<file path="config.mk">
export PLATFORM = sky130hd
export DESIGN_NAME = elevator_scan_controller_core
export DESIGN_NICKNAME = d
export VERILOG_FILES = /design/src/esc_pkg.sv /design/src/esc_step.sv /design/src/elevator_scan_controller_core.sv
export SDC_FILE = /design/constraint.sdc
export NUM_CORES = 1
export LEC_CHECK = 0
export ABC_AREA = 0
export CAP_MARGIN = 5
export CORE_MARGIN = 10
export CORE_UTILIZATION = 43
export CTS_CLUSTER_SIZE = 12
export DETAILED_ROUTE_END_ITERATION = 10
export DONT_BUFFER_PORTS = 1
export HOLD_SLACK_MARGIN = 0.08
export PLACE_DENSITY_LB_ADDON = 0.05
export SLEW_MARGIN = 10
export SYNTH_ARGS = -nofsm -noshare
export SYNTH_HDL_FRONTEND = slang
export SYNTH_SLANG_ARGS = --single-unit
</file>
<file path="constraint.sdc">
create_clock -name i_clk -period 3.6 [get_ports i_clk]
set_input_delay 0.36 -clock i_clk [delete_from_list [all_inputs] [get_ports i_clk]]
set_output_delay 0.36 -clock i_clk [all_outputs]
set_load 0.03 [all_outputs]
</file>
<file path="src/esc_pkg.sv">
// ----------------------------------------------------------------------------
// esc_pkg
// Shared types, codes and constants for the elevator scan controller.
// ----------------------------------------------------------------------------
package esc_pkg;

    localparam int FLOORS  = 16;
    localparam int FLOOR_W = 4;
    localparam int CODE_W  = 2;

    typedef logic [FLOORS-1:0]  t_mask;
    typedef logic [FLOOR_W-1:0] t_floor;

    typedef enum logic [1:0] {
        OP_TICK      = 2'd0,
        OP_HALL_UP   = 2'd1,
        OP_HALL_DOWN = 2'd2,
        OP_CAR       = 2'd3
    } t_op;

    // car motion state machine
    typedef enum logic [2:0] {
        MOT_STOP = 3'b001,
        MOT_UP   = 3'b010,
        MOT_DOWN = 3'b100
    } t_motion;

    typedef enum logic [1:0] {
        HEAD_NONE = 2'd0,
        HEAD_UP   = 2'd1,
        HEAD_DOWN = 2'd2
    } t_heading;

    localparam logic [CODE_W-1:0] CODE_STOP = 2'd0;
    localparam logic [CODE_W-1:0] CODE_UP   = 2'd1;
    localparam logic [CODE_W-1:0] CODE_DOWN = 2'd2;

    typedef struct packed {
        t_mask    hall_up;
        t_mask    hall_down;
        t_mask    car;
        t_floor   car_floor;
        t_motion  motion;
        t_heading heading;
    } t_car_state;

    function automatic logic [CODE_W-1:0] motion_code(input t_motion m);
        logic [CODE_W-1:0] c;
        case (m)
            MOT_UP:   c = CODE_UP;
            MOT_DOWN: c = CODE_DOWN;
            default:  c = CODE_STOP;
        endcase
        return c;
    endfunction

endpackage

</file>
<file path="src/esc_step.sv">
// ----------------------------------------------------------------------------
// esc_step
// Next-state logic for one request or one tick of the car state machine.
// ----------------------------------------------------------------------------
module esc_step
    import esc_pkg::*;
(
    input  t_car_state i_state,
    input  t_op        i_op,
    input  t_floor     i_floor,
    output t_car_state o_state,
    output logic       o_arrived,
    output logic       o_idle
);

    t_mask  pend;
    t_mask  here;
    t_mask  req_bit;
    logic   any_pend;
    logic   at_or_above;
    logic   above;
    logic   below;
    logic   at_or_below;
    logic   rev_up;
    logic   rev_down;
    logic   go_up;
    logic   in_range;
    t_mask  n_pend;

    always_comb begin
        pend        = i_state.hall_up | i_state.hall_down | i_state.car;
        any_pend    = |pend;
        here        = t_mask'(1) << i_state.car_floor;
        req_bit     = t_mask'(1) << i_floor;
        in_range    = ({1'b0, i_floor} < (FLOOR_W+1)'(FLOORS));
        at_or_above = |(pend >> i_state.car_floor);
        above       = |((pend >> i_state.car_floor) >> 1);
        below       = |(pend & (here - t_mask'(1)));
        at_or_below = below | (|(pend & here));
        // with nothing pending the turn points sit at the top and bottom floors
        rev_up      = any_pend ? !above : (i_state.car_floor == FLOOR_W'(FLOORS-1));
        rev_down    = any_pend ? !below : (i_state.car_floor == '0);
        go_up       = (i_state.heading == HEAD_DOWN) ? (!at_or_below && at_or_above)
                                                     : at_or_above;

        o_state   = i_state;
        o_arrived = 1'b0;

        if (i_op == OP_TICK) begin
            case (i_state.motion)
                MOT_STOP: begin
                    if (!any_pend) begin
                        o_state.heading = HEAD_NONE;
                    end else if (go_up) begin
                        o_state.motion  = MOT_UP;
                        o_state.heading = HEAD_UP;
                    end else if (at_or_below) begin
                        o_state.motion  = MOT_DOWN;
                        o_state.heading = HEAD_DOWN;
                    end
                end
                MOT_UP: begin
                    if (|((i_state.car | i_state.hall_up) & here)) begin
                        o_state.hall_up = i_state.hall_up & ~here;
                        o_state.car     = i_state.car & ~here;
                        o_state.motion  = MOT_STOP;
                        o_arrived       = 1'b1;
                    end else if (rev_up) begin
                        o_state.motion  = MOT_DOWN;
                        o_state.heading = HEAD_DOWN;
                    end else begin
                        o_state.car_floor = i_state.car_floor + t_floor'(1);
                    end
                end
                MOT_DOWN: begin
                    if (|((i_state.car | i_state.hall_down) & here)) begin
                        o_state.hall_down = i_state.hall_down & ~here;
                        o_state.car       = i_state.car & ~here;
                        o_state.motion    = MOT_STOP;
                        o_arrived         = 1'b1;
                    end else if (rev_down) begin
                        o_state.motion  = MOT_UP;
                        o_state.heading = HEAD_UP;
                    end else begin
                        o_state.car_floor = i_state.car_floor - t_floor'(1);
                    end
                end
                default: begin
                end
            endcase
        end else if (in_range) begin
            case (i_op)
                OP_HALL_UP:   o_state.hall_up   = i_state.hall_up | req_bit;
                OP_HALL_DOWN: o_state.hall_down = i_state.hall_down | req_bit;
                OP_CAR:       o_state.car       = i_state.car | req_bit;
                default: begin
                end
            endcase
        end

        n_pend = o_state.hall_up | o_state.hall_down | o_state.car;
        o_idle = (n_pend == '0);
    end

endmodule

</file>
<file path="src/elevator_scan_controller_core.sv">
// an accepted request is held in the input register, then its result is written to the result register
// throughput: one item per cycle while the output is not stalled; the car state is updated in a single pass per item
// the input side accepts while a finished result waits, stalling only when both are full
// reset (synchronous, active low): request masks cleared, car at floor 0, stopped,
// no heading; both pipeline stages emptied
// ----------------------------------------------------------------------------
// elevator_scan_controller_core
// Single-car elevator controller: request store and scan state machine.
// ----------------------------------------------------------------------------
module elevator_scan_controller_core
    import esc_pkg::*;
(
    input  logic               i_clk,
    input  logic               i_rst_n,
    input  logic               i_in_valid,
    output logic               o_in_stall,
    input  logic [1:0]         i_op,
    input  logic [FLOOR_W-1:0] i_floor,
    output logic               o_out_valid,
    input  logic               i_out_stall,
    output logic [FLOOR_W-1:0] o_car_floor,
    output logic [CODE_W-1:0]  o_motion,
    output logic [CODE_W-1:0]  o_heading,
    output logic               o_arrived,
    output logic               o_idle
);

    logic               r_s1_valid;
    t_op                r_s1_op;
    t_floor             r_s1_floor;
    t_car_state         r_state;
    t_car_state         n_state;
    logic               r_out_valid;
    logic [FLOOR_W-1:0] r_car_floor;
    logic [CODE_W-1:0]  r_motion;
    logic [CODE_W-1:0]  r_heading;
    logic               r_arrived;
    logic               r_idle;
    logic               n_arrived;
    logic               n_idle;
    logic               advance;
    logic               s1_fire;
    logic               in_fire;

    assign advance = !r_out_valid || !i_out_stall;
    assign s1_fire = r_s1_valid && advance;
    assign o_in_stall = r_s1_valid && !advance;
    assign in_fire = i_in_valid && !o_in_stall;

    esc_step u_step (
        .i_state   (r_state),
        .i_op      (r_s1_op),
        .i_floor   (r_s1_floor),
        .o_state   (n_state),
        .o_arrived (n_arrived),
        .o_idle    (n_idle)
    );

    always_ff @(posedge i_clk) begin
        if (!i_rst_n) begin
            r_s1_valid        <= 1'b0;
            r_out_valid       <= 1'b0;
            r_state.hall_up   <= '0;
            r_state.hall_down <= '0;
            r_state.car       <= '0;
            r_state.car_floor <= '0;
            r_state.motion    <= MOT_STOP;
            r_state.heading   <= HEAD_NONE;
        end else begin
            if (in_fire) begin
                r_s1_valid <= 1'b1;
            end else if (s1_fire) begin
                r_s1_valid <= 1'b0;
            end
            if (s1_fire) begin
                r_out_valid <= 1'b1;
                r_state     <= n_state;
            end else if (advance) begin
                r_out_valid <= 1'b0;
            end
        end
    end

    // payload registers
    always_ff @(posedge i_clk) begin
        if (in_fire) begin
            r_s1_op    <= t_op'(i_op);
            r_s1_floor <= i_floor;
        end
        if (s1_fire) begin
            r_car_floor <= n_state.car_floor;
            r_motion    <= motion_code(n_state.motion);
            r_heading   <= n_state.heading;
            r_arrived   <= n_arrived;
            r_idle      <= n_idle;
        end
    end

    assign o_out_valid = r_out_valid;
    assign o_car_floor = r_car_floor;
    assign o_motion    = r_motion;
    assign o_heading   = r_heading;
    assign o_arrived   = r_arrived;
    assign o_idle      = r_idle;

endmodule

</file>
After elaboration in Yosys (flattened, before gate mapping)
Index checks and enable logic that the tools add are counted.

Output and inout port bits: 12. Input port bits: 10. Register bits after elaboration: 75.

Add/subtract/negate cells: 3. Eq/ne operators: 10. Multiplexer cells: 37. Reduce and logical (&&, ||, !) cells: 24. Bitwise logic cells: 18. Shifts and indexed selects: 3.

Operators with widths (count): OR 16 bit (9); AND 16 bit (7); 2-to-1 mux 16 bit (7); OR reduction 16 bit (6); 2-to-1 mux 48 bit (1); case mux 20 bit (2 select lines) (1); 2-to-1 mux 32 bit (1); left shift 1 x 4 -> 16 bit, first input constant (2); 2-to-1 mux 5 bit (4); zero test 16 bit (1); 2-to-1 mux 4 bit (4); inverter 16 bit (1); >> shifter 16 x 4 -> 16 bit (1); subtractor 16 x 1 -> 16 bit, second input constant (1); case mux 5 bit (3 select lines) (1); OR reduction 15 bit (1); 2-to-1 mux 1 bit (9); 2-to-1 mux 3 bit (3); 2-to-1 mux 9 bit (1); zero test 1 bit (7); equality test 2 bit, second input constant (3); equality test 3 x 2 -> 1 bit, second input constant (2); equality test 3 bit, second input constant (2); 2-to-1 mux 2 bit (3); 13 further kinds (17).

Logic depth before layout (Yosys ltp)
Depth in word-level cells: 14. Mapped depth: 16. Depth with buffers taken out: 14.

Modules after synthesis
From an unflattened synthesis, not the netlist that was laid out.

Cells, all modules: 798. Area total of the unflattened synthesis: 6038.3 sq um.

By module, submodules not included: esc_step (sequential area each 0.0 sq um, area each 3203.1 sq um, times used 1, cells an instance 525); elevator_scan_controller_core (sequential area each 1661.6 sq um, area each 2835.2 sq um, times used 1, cells an instance 273).

Least setup slack after synthesis
Ideal clock, no wire load.

Path type: reg-to-reg. From: register r_state[6] in the netlist's numbering. To: register r_car_floor[1], in the netlist o_car_floor[1], data pin. Required time: 3.333 ns. Library setup time: 0.267 ns. Arrival time: 3.460 ns. Cell stages (with the launch flop): 17. Clock period less this slack: 3.727 ns. Buffers on the path: 2. Slack: -0.127 ns. Cell sequence: dfxtp_1 -> buf_6 -> inv_1 -> clkbuf_8 -> ha_1 -> nor3b_2 -> inv_1 -> ha_1 -> nor2b_1 -> o2111ai_1 -> nand2_1 -> xnor2_1 -> a2111oi_4 -> a211oi_2 -> nor2b_1 -> a311oi_1 -> o21ai_1.

RTL lines: start: declaration (line elevator_scan_controller_core.sv:31) `t_car_state r_state;`; start signal: assignment (line elevator_scan_controller_core.sv:77) `r_state <= n_state;`; end signal: assignment (line elevator_scan_controller_core.sv:91) `r_car_floor <= n_state.car_floor;`; end: declaration (line elevator_scan_controller_core.sv:34) `logic [FLOOR_W-1:0] r_car_floor;`.

Worst setup path after layout
From: register r_state[6] in the netlist's numbering. To: register r_idle, in the netlist o_idle, data pin.

Cells in the longest elaborated chain, start to end: 9.

RTL lines: left shift 1 x 4 -> 16 bit * (line esc_step.sv:33) `here = t_mask'(1) << i_state.car_floor;`; AND 16 bit (tied with other cells) (line esc_step.sv:63) `if (|((i_state.car | i_state.hall_up) & here)) begin`; OR reduction 16 bit (tied with other cells) (line esc_step.sv:63); 2-to-1 mux 16 bit or 2-to-1 mux 32 bit (tied branches) (line esc_step.sv:63, esc_step.sv:76); 2-to-1 mux 16 bit (line esc_step.sv:50) `case (i_state.motion)`; 2-to-1 mux 48 bit * (line esc_step.sv:49) `if (i_op == OP_TICK) begin`; OR 16 bit (line esc_step.sv:101) `n_pend = o_state.hall_up | o_state.hall_down | o_state.car;`; OR 16 bit * (line esc_step.sv:101); zero test 16 bit * (line esc_step.sv:102) `o_idle = (n_pend == '0);`; net n_idle (line elevator_scan_controller_core.sv:40) `logic n_idle;`; end signal: assignment (line elevator_scan_controller_core.sv:95) `r_idle <= n_idle;`; end: declaration (line elevator_scan_controller_core.sv:38) `logic r_idle;`.

Mark *: on every way through the listed nets, which the timed path passes. The rest lies on a longest branch. A chain may end at the register's enable or synchronous reset.

==> run metrics <==
worst vdd ir 0.209 mV; TNS Setup 0 ns; vias per inst 6.89; minimum clock period 3.49 ns; Mean Syn Cell Area about 7.5 um^2; vias in the first global route 7069; Placed Area 0.00701 mm^2; clock skew after layout 0.00965 ns; Highest Signal Layer met4; Syn Std Cell Area 0.00648 mm^2; CTS Sinks 75; CTS Buffer Depth 2; Die Y 143 um; area grow syn2layout 15.9%; DR WL/cell around 27 um; H-tree depth 3; antenna cells 0; Final Util 51.3%; total wire length 29200 um; Reg area 0.00167 mm^2; Power Density 299 mW/mm^2; Max transition margin 38.1%; Post-DP HPWL 21800 um; final setup margin between 0.1 and 0.15 ns; WL met2 roughly 13000 um; unrepaired setup endpoints after global routing false; logic gate share of total power approximately 14%; share of cells above drive strength 1 19.9%; CTS tree done; setup violators final 0; Yosys warnings 0; Final Instance Area 0.00751 mm^2; # port buffers 0; worst min-delay path class in2reg; insertion delay to the later sink of the worst-skew pair 0.36 ns; M1 WL 11800 um; Psw between 600 and 700 uW; Netlist cell types 96; post-route clock period utilization 97.1%; CTS Buf Count 9; placed insts 1070; gpl congestion 1.05; met3 routed WL 2790 um; antenna-violating nets left 0; Crit path largest cell delay 0.60 ns; Post-synth top cells nor2_1 (145), a21oi_1 (78), nand2_1 (74), dfxtp_1 (59), o21ai_0 (55); Rows 44; Final Non-Filler Cells 1092; crit path cell chain inv_1, ha_2, nor3b_4, buf_4, o21ai_0, and4_1, nand4_4, nand2_1, buf_12, o22ai_1, o2111ai_2, or4_1, nor4_2; post-place setup slack -0.0451 ns; Synth Net Count 884; die area 0.0204 mm^2; FMAX 286 MHz; drt drc 0; Chip Width 143 um; largest net degree at the start of global routing 65; aggregate global routing overflow 0; post-synth top area share 18.2%; cts hold-fix bufs 0; Starting Density 44.3%; IO Pins 22; CTS root buffer clkbuf_16; Design Power 2.25 mW; Hold Fails Final Rpt 0; startpoint types flop; CP arrival 3.68 ns; Final Hold Slack 0.101 ns; Yosys top cell by area dfxtp_1; Core ar. around 0.015 mm^2; Max FO, Critical Path 16; initial antenna violation count 0; Async S/R FF share, synth 0%; Final #Nets 921; Worst Max-Slew Pin Slew 0.926 ns; post-synthesis sequential area ratio ~26%; cell leakage power 2.72 nW; number of flops mapped to enable cells by yosys 16; flop and latch count out of synthesis 75; top post-synthesis cells by area dfxtp_1 (18%), nor2_1 (8.4%), edfxtp_1 (7.4%); DRC marker count from the first detailed-route iteration 1193; Via Count 7526; clock network fraction of design power between 40% and 50%; first-pass GRT wire length 43800 um; Fillers 1454; DRT Pass-1 Iters 5; cell internal pwr approximately 1.6 mW; Critical Path Sink Type flop; clock transition at the registers of the reported paths about 0.070 ns; status finished, final reports clean; overall routing resource usage 28.1%; Max Cap Viol 0; fin. max-slew vios 0; critical path required time around 3.8 ns; Multi-input gate area 0.00453 mm^2; most frequent cell after synthesis nor2_1; Syn Inst Count 866; sw frac a little under 30%; ys flop type dfxtp_1; class of the most critical setup path reg2reg; CP max stage cell or4_1; Reg power frac 40.5%
[routing by layer]
| layer | vias to the layer above | global-route usage (%) |
|---|---|---|
| met5 | - | 0 |
| met4 | 0 | 17.3 |
| met3 | 113 | 5.57 |
| met2 | 522 | 43.2 |
| met1 | 3546 | 35.5 |
| li1 | 3345 | - |
[critical path, delay by kind of cell (launching register included)]
family                     cells  cell delay, ns
and+or+nand+nor                6            1.63
DFF                            1            0.33
adders and majority gates      1            0.21
AOI/OAI and AO/OA              3            0.60
buffers and inverters          3            0.53
[path summary, 6_finish.rpt]
kind                   endpoint  slack, ns  startpoint  depth (start not counted)
hold reg to reg      r_state[1]       0.52  r_state[1]                          2
hold / removal    r_s1_floor[1]       0.10  i_floor[1]                          0
setup / recovery         o_idle       0.11  r_state[6]                         13
setup reg to reg         o_idle       0.11  r_state[6]                         13
[power groups by stage]
stage	Combinational [mW]	Sequential, mW	Clock (mW)
finish	0.312	0.910	1.03
floorplan	0.214	0.913	0
global placement	0.291	0.929	0
global route	0.332	0.912	1.07
CTS	0.292	0.910	1.03
detailed placement	0.291	0.929	0
[placed cells by master (no fill, tap or decap), types with 5 or more instances in the layout]
master     Yosys  routed
nand2_1       74      72
and3_1        11      11
clkbuf_16      0      10
nand3_1       16      16
inv_1         13      13
or3_1         10      10
a21oi_1       78      78
nand4_1       13      13
and2_1         8       8
xnor2_1        6       6
a31oi_1       15      15
nor2_1       145     143
buf_12         0       5
buf_4          6      81
or4_1          6       6
o22ai_1       36      33
nor2b_1       12      11
nor4_1        12      11
o211ai_1      14      14
o2111ai_1      7       5
nor3_1        40      40
nand3b_1       6       6
o32ai_1       10       8
o21ai_0       55      55
nand2b_1      11      10
mux2i_1        9       8
a211oi_1       6       5
dfxtp_1       59      57
edfxtp_1      16      16
[registers in the layout, indices dropped and copies added, names as in the netlist]
| signal | cells |
|---|---|
| r_state | 57 |
| o_motion | 2 |
| r_s1_op | 2 |
| r_s1_valid | 1 |
| o_idle | 1 |
| o_heading | 2 |
| o_car_floor | 4 |
| o_arrived | 1 |
| r_s1_floor | 4 |
| o_out_valid | 1 |
[area by class of cell]
class | count | area share [%]
clock buffers | 11 | 3.51
clock inverters | 5 | 0.866
inverters | 14 | 0.699
multi-input cells | 717 | 60.2
flip-flops and latches | 75 | 22.2
well taps | 184 | 3.06
repair buffers | 86 | 9.43
[cell families after synthesis]
family          count (synthesis)  synth area share (%)
flops                          75                  25.6
fa+ha+maj                       8                  1.54
compound gates                285                  29.9
simple gates                  402                  32.1
buf+inv                        74                  6.77
xor+xnor                        7                 0.946
mux                            15                  3.13
[what timing repair did]
action	in CTS	in global routing
endpoints found under the setup margin	1	13
resized for setup	1	25
pin swaps	0	4
endpoints found under the hold margin	0	0
cloned	0	0
buffers inserted	0	6
Note: power is estimated with default switching activity, not from simulation.
